**src/tcg_pkg.sv**
```systemverilog
package tcg_pkg;

  // Action codes of a request
  localparam logic [1:0] ACT_WRITE  = 2'd0;
  localparam logic [1:0] ACT_DELETE = 2'd1;
  localparam logic [1:0] ACT_CLEAR  = 2'd2;
  localparam logic [1:0] ACT_READ   = 2'd3;

  // Register indexes (byte address bits [3:2])
  localparam logic [1:0] REG_FG   = 2'd0;
  localparam logic [1:0] REG_BG   = 2'd1;
  localparam logic [1:0] REG_COLS = 2'd2;
  localparam logic [1:0] REG_ROWS = 2'd3;

  localparam logic [7:0] CH_SPACE = 8'h20;
  localparam logic [7:0] CH_LF    = 8'd10;
  localparam logic [7:0] CH_CR    = 8'd13;

  localparam logic [31:0] FG_RST    = 32'hFFFF_FFFF;
  localparam logic [31:0] BG_RST    = 32'hFF00_0000;
  localparam logic [31:0] COLOUR_NONE = 32'h0000_0000;
  localparam logic [7:0]  COLS_RST  = 8'd80;
  localparam logic [6:0]  ROWS_RST  = 7'd25;

  typedef struct packed {
    logic [7:0]  ch;
    logic [31:0] fg;
    logic [31:0] bg;
  } tcg_cell_t;

  typedef struct packed {
    logic ch;
    logic fg;
    logic bg;
  } tcg_we_t;

  typedef struct packed {
    logic [6:0]  cursor_col;
    logic [5:0]  cursor_row;
    logic [7:0]  cell_char;
    logic [31:0] cell_fg;
    logic [31:0] cell_bg;
    logic        scrolled;
  } tcg_res_t;

endpackage

```
**src/tcg_seq.sv**
```systemverilog
module tcg_seq #(
  parameter int MAX_COLS = 128,
  parameter int MAX_ROWS = 64
) (
  input  logic                                 clk,
  input  logic                                 rst,
  input  logic                                 req_valid,
  output logic                                 req_ready,
  input  logic [1:0]                           action,
  input  logic [7:0]                           char_code,
  input  logic [6:0]                           read_col,
  input  logic [5:0]                           read_row,
  input  logic [31:0]                          cfg_fg,
  input  logic [31:0]                          cfg_bg,
  input  logic [7:0]                           cfg_cols,
  input  logic [6:0]                           cfg_rows,
  input  logic                                 res_free,
  output logic                                 res_load,
  output tcg_pkg::tcg_res_t                    res,
  output logic [$clog2(MAX_ROWS)-1:0]          addr_row,
  output logic [$clog2(MAX_COLS)-1:0]          addr_col,
  input  logic [$clog2(MAX_COLS*MAX_ROWS)-1:0] addr,
  output logic [$clog2(MAX_COLS*MAX_ROWS)-1:0] raddr,
  output logic [$clog2(MAX_COLS*MAX_ROWS)-1:0] waddr,
  output tcg_pkg::tcg_we_t                     we,
  output tcg_pkg::tcg_cell_t                   wdata,
  input  tcg_pkg::tcg_cell_t                   rdata
);

  import tcg_pkg::*;

  localparam int CIW   = $clog2(MAX_COLS);
  localparam int RIW   = $clog2(MAX_ROWS);
  localparam int CNW   = $clog2(MAX_COLS + 1);
  localparam int RNW   = $clog2(MAX_ROWS + 1);
  localparam int DEPTH = MAX_COLS * MAX_ROWS;
  localparam int AW    = $clog2(DEPTH);

  localparam logic [2:0] ST_IDLE   = 3'd0;
  localparam logic [2:0] ST_INIT   = 3'd1;
  localparam logic [2:0] ST_CLEAR  = 3'd2;
  localparam logic [2:0] ST_RDWAIT = 3'd3;
  localparam logic [2:0] ST_COPY   = 3'd4;
  localparam logic [2:0] ST_BLANK  = 3'd5;

  logic [2:0]     state, state_next;
  logic [AW-1:0]  sweep, sweep_next;
  logic [CIW-1:0] scol, scol_next;
  logic [RIW-1:0] srow, srow_next;
  logic           cp_pend, cp_pend_next;
  logic [AW-1:0]  cp_waddr, cp_waddr_next;
  logic [CIW-1:0] cur_col, cur_col_next;
  logic [RIW-1:0] cur_row, cur_row_next;

  logic [8:0]     cols9;
  logic [7:0]     rows8;
  logic [CNW-1:0] cols;
  logic [RNW-1:0] rows;
  logic [CIW-1:0] cc, dl_col, wr_col_n;
  logic [RIW-1:0] cr, dl_row, wr_row_n;
  logic [CNW-1:0] col_inc;
  logic [RNW-1:0] row_inc;
  logic           is_nl, go_next, at_bottom, wr_scroll, at_home, rd_in;
  logic           last_col, last_row, accept;

  // Grid size clamped to the stored range
  always_comb begin
    if (cfg_cols == 8'd0) begin
      cols9 = 9'd1;
    end else if ({1'b0, cfg_cols} > 9'(MAX_COLS)) begin
      cols9 = 9'(MAX_COLS);
    end else begin
      cols9 = {1'b0, cfg_cols};
    end
    if (cfg_rows == 7'd0) begin
      rows8 = 8'd1;
    end else if ({1'b0, cfg_rows} > 8'(MAX_ROWS)) begin
      rows8 = 8'(MAX_ROWS);
    end else begin
      rows8 = {1'b0, cfg_rows};
    end
  end

  assign cols = CNW'(cols9);
  assign rows = RNW'(rows8);

  assign cc = (CNW'(cur_col) >= cols) ? CIW'(cols - CNW'(1)) : cur_col;
  assign cr = (RNW'(cur_row) >= rows) ? RIW'(rows - RNW'(1)) : cur_row;

  // Character write and new line
  assign col_inc   = CNW'(cc) + CNW'(1);
  assign row_inc   = RNW'(cr) + RNW'(1);
  assign is_nl     = (char_code == CH_LF) || (char_code == CH_CR);
  assign go_next   = is_nl || (col_inc >= cols);
  assign at_bottom = row_inc >= rows;
  assign wr_scroll = go_next && at_bottom;
  assign wr_col_n  = go_next ? '0 : CIW'(col_inc);
  assign wr_row_n  = (go_next && !at_bottom) ? RIW'(row_inc) : cr;

  // Delete back
  assign at_home = (cc == '0) && (cr == '0);
  assign dl_col  = (cc == '0) ? CIW'(cols - CNW'(1)) : cc - CIW'(1);
  assign dl_row  = (cc == '0) ? cr - RIW'(1) : cr;

  assign rd_in = (9'(read_col) < cols9) && (8'(read_row) < rows8);

  assign last_col = CNW'(scol) == (cols - CNW'(1));
  assign last_row = (RNW'(srow) + RNW'(1)) == (rows - RNW'(1));

  assign req_ready = (state == ST_IDLE) && res_free;
  assign accept    = req_valid && req_ready;

  always_comb begin
    state_next    = state;
    sweep_next    = sweep;
    scol_next     = scol;
    srow_next     = srow;
    cp_pend_next  = 1'b0;
    cp_waddr_next = cp_waddr;
    cur_col_next  = cur_col;
    cur_row_next  = cur_row;
    addr_row      = '0;
    addr_col      = '0;
    raddr         = addr;
    waddr         = addr;
    we            = '0;
    wdata         = '{ch: CH_SPACE, fg: cfg_fg, bg: cfg_bg};
    res_load      = 1'b0;
    res           = '{cursor_col: 7'(cur_col), cursor_row: 6'(cur_row),
                      cell_char: 8'd0, cell_fg: COLOUR_NONE, cell_bg: COLOUR_NONE,
                      scrolled: 1'b0};

    case (state)
      ST_INIT: begin
        waddr = sweep;
        we    = '{ch: 1'b1, fg: 1'b1, bg: 1'b1};
        wdata = '{ch: CH_SPACE, fg: FG_RST, bg: BG_RST};
        sweep_next = sweep + AW'(1);
        if (sweep == AW'(DEPTH - 1)) begin
          sweep_next = '0;
          state_next = ST_IDLE;
        end
      end

      ST_CLEAR: begin
        waddr = sweep;
        we    = '{ch: 1'b1, fg: 1'b1, bg: 1'b1};
        sweep_next = sweep + AW'(1);
        if (sweep == AW'(DEPTH - 1)) begin
          sweep_next = '0;
          res_load   = 1'b1;
          state_next = ST_IDLE;
        end
      end

      ST_IDLE: begin
        case (action)
          ACT_WRITE: begin
            addr_row = cr;
            addr_col = cc;
          end
          ACT_DELETE: begin
            addr_row = dl_row;
            addr_col = dl_col;
          end
          ACT_READ: begin
            addr_row = RIW'(read_row);
            addr_col = CIW'(read_col);
          end
          default: begin
            addr_row = '0;
            addr_col = '0;
          end
        endcase

        if (accept) begin
          case (action)
            ACT_WRITE: begin
              if (!is_nl) begin
                we    = '{ch: 1'b1, fg: 1'b1, bg: 1'b1};
                wdata = '{ch: char_code, fg: cfg_fg, bg: cfg_bg};
              end
              cur_col_next = wr_col_n;
              cur_row_next = wr_row_n;
              if (wr_scroll) begin
                scol_next  = '0;
                srow_next  = '0;
                state_next = (rows > RNW'(1)) ? ST_COPY : ST_BLANK;
              end else begin
                res_load = 1'b1;
                res.cursor_col = 7'(wr_col_n);
                res.cursor_row = 6'(wr_row_n);
              end
            end
            ACT_DELETE: begin
              res_load = 1'b1;
              if (at_home) begin
                cur_col_next = cc;
                cur_row_next = cr;
                res.cursor_col = 7'(cc);
                res.cursor_row = 6'(cr);
              end else begin
                we    = '{ch: 1'b1, fg: 1'b1, bg: 1'b1};
                wdata = '{ch: CH_SPACE, fg: COLOUR_NONE, bg: COLOUR_NONE};
                cur_col_next = dl_col;
                cur_row_next = dl_row;
                res.cursor_col = 7'(dl_col);
                res.cursor_row = 6'(dl_row);
              end
            end
            ACT_CLEAR: begin
              cur_col_next = '0;
              cur_row_next = '0;
              sweep_next   = '0;
              state_next   = ST_CLEAR;
            end
            ACT_READ: begin
              cur_col_next = cc;
              cur_row_next = cr;
              if (rd_in) begin
                state_next = ST_RDWAIT;
              end else begin
                res_load = 1'b1;
                res.cursor_col = 7'(cc);
                res.cursor_row = 6'(cr);
              end
            end
            default: begin
              state_next = ST_IDLE;
            end
          endcase
        end
      end

      ST_RDWAIT: begin
        res_load       = 1'b1;
        res.cell_char  = rdata.ch;
        res.cell_fg    = rdata.fg;
        res.cell_bg    = rdata.bg;
        state_next     = ST_IDLE;
      end

      ST_COPY: begin
        // Read the source cell one row down, write it into the row above in the next cycle
        addr_row      = srow + RIW'(1);
        addr_col      = scol;
        cp_pend_next  = 1'b1;
        cp_waddr_next = addr - AW'(MAX_COLS);
        if (cp_pend) begin
          waddr = cp_waddr;
          we    = '{ch: 1'b1, fg: 1'b1, bg: 1'b1};
          wdata = rdata;
        end
        if (last_col) begin
          scol_next = '0;
          if (last_row) begin
            state_next = ST_BLANK;
          end else begin
            srow_next = srow + RIW'(1);
          end
        end else begin
          scol_next = scol + CIW'(1);
        end
      end

      ST_BLANK: begin
        if (cp_pend) begin
          waddr = cp_waddr;
          we    = '{ch: 1'b1, fg: 1'b1, bg: 1'b1};
          wdata = rdata;
        end else begin
          // Bottom row: space and background, foreground kept
          addr_row = RIW'(rows - RNW'(1));
          addr_col = scol;
          we       = '{ch: 1'b1, fg: 1'b0, bg: 1'b1};
          if (last_col) begin
            scol_next    = '0;
            res_load     = 1'b1;
            res.scrolled = 1'b1;
            state_next   = ST_IDLE;
          end else begin
            scol_next = scol + CIW'(1);
          end
        end
      end

      default: begin
        state_next = ST_IDLE;
      end
    endcase
  end

  always_ff @(posedge clk) begin
    if (rst) begin
      state   <= ST_INIT;
      sweep   <= '0;
      scol    <= '0;
      srow    <= '0;
      cp_pend <= 1'b0;
      cur_col <= '0;
      cur_row <= '0;
    end else begin
      state   <= state_next;
      sweep   <= sweep_next;
      scol    <= scol_next;
      srow    <= srow_next;
      cp_pend <= cp_pend_next;
      cur_col <= cur_col_next;
      cur_row <= cur_row_next;
    end
  end

  always_ff @(posedge clk) begin
    cp_waddr <= cp_waddr_next;
  end

endmodule
```
**config.mk**
```make
export PLATFORM = sky130hd
export DESIGN_NAME = tcg_seq
export DESIGN_NICKNAME = d
export VERILOG_FILES = /design/src/tcg_pkg.sv /design/src/tcg_seq.sv
export SDC_FILE = /design/constraint.sdc
export NUM_CORES = 1
export LEC_CHECK = 0
export BUFFER_PORTS_ARGS = -buffer_cell sky130_fd_sc_hd__buf_2
export CAP_MARGIN = 20
export CORE_AREA = 8 8 209 191
export CTS_BUF_LIST = sky130_fd_sc_hd__clkbuf_16
export DETAILED_ROUTE_END_ITERATION = 6
export DIE_AREA = 0 0 217 199
export GPL_TIMING_DRIVEN = 0
export HOLD_SLACK_MARGIN = 0.06
export PLACE_DENSITY = 0.44
export RECOVER_POWER = 25
export SLEW_MARGIN = 0
export SYNTH_ARGS = -nofsm -noshare
export SYNTH_HDL_FRONTEND = slang
export SYNTH_SLANG_ARGS = --single-unit
```
**constraint.sdc**
```tcl
create_clock -name clk -period 8.6 [get_ports clk]
set_clock_uncertainty 0.05 [all_clocks]
set_input_delay 0 -clock clk [delete_from_list [all_inputs] [get_ports clk]]
set_output_delay 0 -clock clk [all_outputs]
set_load 0.1 [all_outputs]
```
==> run metrics, run 1 <==
status completed; # IOs approximately 400; CP Capture Type output pin; core area 36,600 sq um; number of routed nets with antenna violations 0; yosys warns 0; Die ar. 43,200 sq um; CTS HTree Levels 2; async set or reset register ratio after synthesis 0%; Tightest Pin Transition 1.20 ns; Critical Path Start Type primary input; CTS tree yes; drt initial violations between 900 and 1,000; Synth cell types 81; final std cells w/o fill approximately 2,200; setup slack, reg-to-reg about 1.9 ns; Period minus WS final 8.23 ns; clk buf depth 2; Initial DRT Pass Iterations 6; Synth Register Bits 56; clk slew on worst S/H paths about 0.08 ns; leakage 5.14 nW; CTS sink cnt 56; EDFF count, synth 13; fmax 0.122 GHz; IO Port Bufs 390; Mapped Cells 1,303; largest net degree at the start of global routing 22; initial antenna violation count 13; die width 217 microns; clk_lat worst skew just over 0.3 ns; RSZ-0062 raised after global routing false; vias in the first global route 11,300; setup TNS 0 ns; first-pass GRT wire length between 70,000 and 80,000 microns; min-delay worst type in2reg; row count 67; Starting Density 24.5%; GRT Total Usage 23.0%; layout cells sized above 1 between 20% and 30%; DP Wirelength approximately 44,000 microns; relative slew slack 20.7%; total gr overflow 0; root buffer cell clkbuf_16; period utilisation layout 95.7%; fin nets 1,957; Seq/Total Area, Yosys 14.0%; Mapped Nets 1,544; placed insts 2,179; hold_ws 0.108 ns; Slew Limit Fails 0; syn avg cell area 6.88 sq um; critical setup path kind in2out; Synth Flop Type dfxtp_1; most frequent cells in the layout 357 x buf_2, 127 x nand2_1, 119 x clkbuf_1; total number of vias 12,000; Placer Congestion 0.969; Crit Path Max Fanout 10; DRT Wirelength roughly 53,000 microns; Via density 5.45; VDD IR max slightly above 0.07 mV; Max-Cap Viols 0; Die Y 199 microns; filler cell count just over 4,000; Mapped Area 8970 sq um; commonest non-fill, non-tap cell in the layout buf_2; Inserted Clock Buffers 5; WL/cell 24.2 microns; PD cells between 70 and 80 nW/um^2; # DRC 0; final setup vio count 0; final hold violations 0; CP Data Arrival Time 8.18 ns; Req. time, crit path about 8.6 ns; Area growth syn-to-layout 31.8%
## registers in the layout (all words and copies together) (netlist names)
signal    flops
sweep        13
cp_pend       1
state         3
cp_waddr     13
scol          7
srow          6
cur_row       6
cur_col       7
## stage by stage
stage / power, mW / instance area [sq um] / utilization, % / setup slack (ns)
finish: 0.895 / 11800 / 32.3 / 0.370
global route: 0.941 / 11800 / 32.3 / 0.00933
CTS: 0.896 / 11800 / 32.4 / 0.429
detailed placement: 0.641 / 11500 / 31.6 / 0.461
global placement: 0.639 / 11500 / 31.5 / 0.423
floorplan: 0.498 / 8970 / - / 0.133
## where the power goes
group / internal, mW / total (mW) / switching [mW]
sequential: 0.270 / 0.272 / 0.00187
combinational: 0.129 / 0.374 / 0.245
clock: 0.138 / 0.249 / 0.110
total: 0.537 / 0.895 / 0.358
## per-layer routing
metal / up-vias / wire [microns] / global-route usage (%)
li1: 5661 / - / -
met1: 5709 / 22200 / 28.6
met2: 523 / 24900 / 38.6
met3: 101 / 3960 / 5.21
met4: 16 / 2100 / 8.39
met5: - / 114 / 0
## cell usage after synthesis (7+ instances only)
cell / n / area, sq um
clkbuf_1: 83 / 312
mux2i_1: 16 / 160
a21oi_1: 59 / 295
o22ai_1: 48 / 300
a211oi_1: 14 / 105
o21a_1: 9 / 67.6
a221oi_1: 48 / 420
or3_1: 8 / 50.1
o31ai_1: 12 / 90.1
a22o_1: 32 / 280
ha_1: 50 / 626
o221ai_1: 8 / 70.1
nand2_1: 127 / 477
nor3_1: 32 / 160
inv_1: 85 / 319
nand2b_1: 14 / 87.6
and2_1: 77 / 482
buf_1: 7 / 26.3
edfxtp_1: 13 / 390
dfxtp_1: 43 / 861
nand3_1: 29 / 145
nor4_1: 15 / 93.8
a22oi_1: 30 / 225
a21o_1: 46 / 345
and3_1: 8 / 50.1
buf_4: 14 / 105
a31oi_1: 14 / 87.6
o21ai_0: 82 / 410
nor2_1: 96 / 360
xor2_1: 15 / 131
mux2_2: 7 / 78.8
nand4_1: 13 / 81.3
xnor2_1: 38 / 333
## cell families (layout without fill, tap and decap cells)
| family | after synthesis | in the layout | synth area share, % |
|---|---|---|---|
| and+or+nand+nor | 457 | 457 | 25.3 |
| AOI/OAI and AO/OA | 467 | 467 | 36.8 |
| DFF | 56 | 56 | 14.0 |
| muxes | 23 | 23 | 2.67 |
| buffers and inverters | 197 | 611 | 9.11 |
| other | 0 | 4 | 0 |
| adders and majority gates | 50 | 50 | 6.98 |
| xor gates and xnor gates | 53 | 53 | 5.18 |
## final cells by class
cell class | instances | area, sq um | area share, %
clock inverters | 3 | 42.5 | 0.360
repair buffers | 406 | 2060 | 17.4
diodes | 4 | 10.0 | 0.0847
multi-input cells | 1050 | 6910 | 58.5
flip-flops and latches | 56 | 1250 | 10.6
well taps | 483 | 604 | 5.11
inverters | 88 | 330 | 2.79
clock buffers | 5 | 125 | 1.06
plain buffers | 109 | 487 | 4.12
## path summary, 6_finish.rpt
path	startpoint	depth (start not counted)	to
setup / recovery	cfg_cols[7]	27	res[80]
hold / removal	addr[8]	3	cp_waddr[10]
setup reg to reg	cur_row[0]	21	state[2]
hold reg to reg	srow[1]	2	srow[1]
## timing repair
item                                   4_1_cts  5_1_grt
resized for setup                            0        3
endpoints found under the hold margin       14        0
setup endpoints to repair                    0        7
hold buffers                                13        0
setup buffers                                0        0
## critical path: stages
cell and delay [ns]:
buf_2 0.10, buf_2 0.19, clkbuf_1 0.27, or3_1 0.36
o22ai_1 0.67, ha_1 0.37, nand2b_1 0.14, a211o_1 0.35
a21oi_1 0.20, clkbuf_1 0.38, nor2_1 0.31, a21oi_1 0.38
ha_1 0.38, nand4_1 0.13, a21oi_1 0.20, xnor2_1 0.20
ha_1 0.31, o21ai_0 0.18, nor2_1 0.06, nor3_1 0.56
nand2_1 0.34, nor2_1 0.72, nand2_1 0.12, o31ai_1 0.10
a31oi_1 0.09, o21ai_0 0.53, buf_2 0.54
Note: power is estimated with default switching activity, not from simulation.
==> inputs of run 2 (changes only) <==
==> constraint.sdc (replaced) <==
create_clock -name clk -period 9.7 [get_ports clk]
set_clock_uncertainty 0.05 [all_clocks]
set_input_delay 0 -clock clk [delete_from_list [all_inputs] [get_ports clk]]
set_output_delay 0 -clock clk [all_outputs]
set_load 0.02 [all_outputs]
==> run 2 against run 1 <==
  * First-iteration DRC count increased by 2.1%
  * Register-to-register slack improved by 0.71 ns
  * Worst hold slack got worse by 0.0071 ns
  * Die area unchanged
  * Cell count unchanged
  * Flip-flop and latch count unchanged
  * Setup slack improved by 1.2 ns
  * Largest power group unchanged
==> run metrics, run 2 (synthesis gave the netlist of run 1 again) <==
status completed (unchanged); clk slew on worst S/H paths 0.08 ns (about the same); most frequent cells in the layout 362 x buf_2, 127 x nand2_1, 115 x clkbuf_1 (was 357 x buf_2, 127 x nand2_1, 119 x clkbuf_1); DP Wirelength 44,400 microns (unchanged); relative slew slack 29.3% (was 20.7%); Largest regs cp_waddr: 13 flops, sweep: 13 flops (unchanged); grt met1 use 28.6% (unchanged); Slowest-stage cell, CP a21boi_1 (was nor2_1); number of routed nets with antenna violations 0 (unchanged); total gr overflow 0 (unchanged); PD cells 65.0 nW/um^2 (was 75.7 nW/um^2); Tightest Pin Transition 1.06 ns (was 1.20 ns); vias in the first global route 11,300 (unchanged); drt initial violations 991 (was 971); largest net degree at the start of global routing 22 (unchanged); GRT Total Usage 23.0% (unchanged); Inserted Clock Buffers 5 (unchanged); min-delay worst type in2reg (unchanged); CTS sink cnt 56 (unchanged); period utilisation layout 84.0%; filler cell count 4,105 (was 4,108); critical setup path kind in2out (unchanged); Die Y 199 microns (unchanged); RSZ-0062 raised after global routing false (unchanged); root buffer cell clkbuf_16 (unchanged); Slew Limit Fails 0 (unchanged); GR Util met3 5.21% (unchanged); Period minus WS final 8.15 ns; IO Port Bufs 390 (unchanged); # DRC 0 (unchanged); VDD IR max 0.0631 mV (was 0.0721 mV); Placer Congestion 0.969 (unchanged); DRT Wirelength 53,200 microns (was 53,300 microns); clk_lat worst skew 0.31 ns (about the same); fmax 0.123 GHz; layout cells sized above 1 23.9% (was 23.8%); setup TNS 0 ns (unchanged); Die ar. 43,200 sq um (unchanged); post-cts hold buffer count 13 (unchanged); Req. time, crit path 9.65 ns (was 8.55 ns); Initial DRT Pass Iterations 6 (unchanged); Max stage delay on crit path 0.68 ns (was 0.72 ns); commonest non-fill, non-tap cell in the layout buf_2 (unchanged); leakage 5.15 nW (was 5.14 nW); Post-CTS Setup Inserts 0 (unchanged); initial antenna violation count 13 (unchanged); Area growth syn-to-layout 31.7% (was 31.8%); post-CTS sizing 0 (unchanged); setup slack, reg-to-reg 2.56 ns (was 1.85 ns); fin nets 1,957 (unchanged); Via density 5.47 (was 5.45); first-pass GRT wire length 76,300 microns (unchanged); CTS tree yes (unchanged); final setup vio count 0 (unchanged); Starting Density 24.5% (unchanged); die width 217 microns (unchanged); Max-Cap Viols 0 (unchanged); Design Power 0.767 mW (was 0.895 mW); Crit Path Max Fanout 10 (unchanged); GRT met2 Usage 38.6% (unchanged); CP Data Arrival Time 8.10 ns (was 8.18 ns); Critical Path Start Type primary input (unchanged); final hold violations 0 (unchanged); global route hottest layer met2 (unchanged); core area 36,600 sq um (unchanged); clk buf depth 2 (unchanged); CP Capture Type output pin (unchanged); CTS HTree Levels 2 (unchanged); row count 67 (unchanged); WL/cell 24.1 microns (was 24.2 microns); total number of vias 12,100 (was 12,000); # IOs 393 (unchanged)
run 2: cell count changes in the layout (fill, tap and decap cells not counted), sizes merged:
| cell | change |
|---|---|
| buf | +4 |
| clkbuf | -4 |
run 2: worst paths after layout:
path                             startpoint  cells past startpoint           end
worst max-delay path            cfg_rows[6]                     26       res[78]
worst min-delay path                addr[8]                      3  cp_waddr[10]
worst max register to register   cur_row[0]                     22       scol[4]
worst min register to register      srow[1]                      2       srow[1]
run 2: layout make-up:
cell class | instances | area [sq um] | share of cell area, %
Multi-Input combinational cell | 1050 | 6900 | 58.4
Timing Repair Buffer | 406 | 2060 | 17.4
Sequential cell | 56 | 1250 | 10.6
Tap cell | 483 | 604 | 5.12
Buffer | 109 | 487 | 4.12
Inverter | 88 | 330 | 2.80
Clock buffer | 5 | 125 | 1.06
Clock inverter | 3 | 42.5 | 0.360
Antenna cell | 4 | 10.0 | 0.0848
run 2: worst max-delay path, delay by kind of cell:
| kind | cells | cell delay (ns) |
|---|---|---|
| AOI/OAI and AO/OA | 10 | 4.23 |
| adders and majority gates | 3 | 1.06 |
| buffers and inverters | 6 | 1.46 |
| and+or+nand+nor | 7 | 1.32 |
run 2: metrics by stage:
| stage | cells | worst slack, ns | utilization, % | hold slack [ns] | area (sq um) |
|---|---|---|---|---|---|
| 6_report | 2204 | 1.55 | 32.3 | 0.101 | 11800 |
| 5_1_grt | 2201 | 0.943 | 32.3 | 0.122 | 11800 |
| 4_1_cts | 2200 | 1.66 | 32.4 | 0.0934 | 11800 |
| 3_5_place_dp | 2179 | 1.69 | 31.6 | 0.162 | 11500 |
| 3_3_place_gp | 2176 | 1.66 | 31.5 | 0.166 | 11500 |
| 2_1_floorplan | 1303 | 3.88 | - | 0.0489 | 8970 |
run 2: layer usage:
metal / wire (microns) / vias up / part of all wire [%]
met2: 24900 / 513 / 47
met4: 2040 / 16 / 3.8
met1: 22000 / 5755 / 41
met5: 114 / - / 0.21
met3: 4030 / 97 / 7.6
li1: - / 5675 / -
run 2: where the power goes:
group,switching [mW],total [mW],internal [mW]
combinational,0.191,0.305,0.114
sequential,0.00165,0.241,0.239
clock,0.0983,0.221,0.123
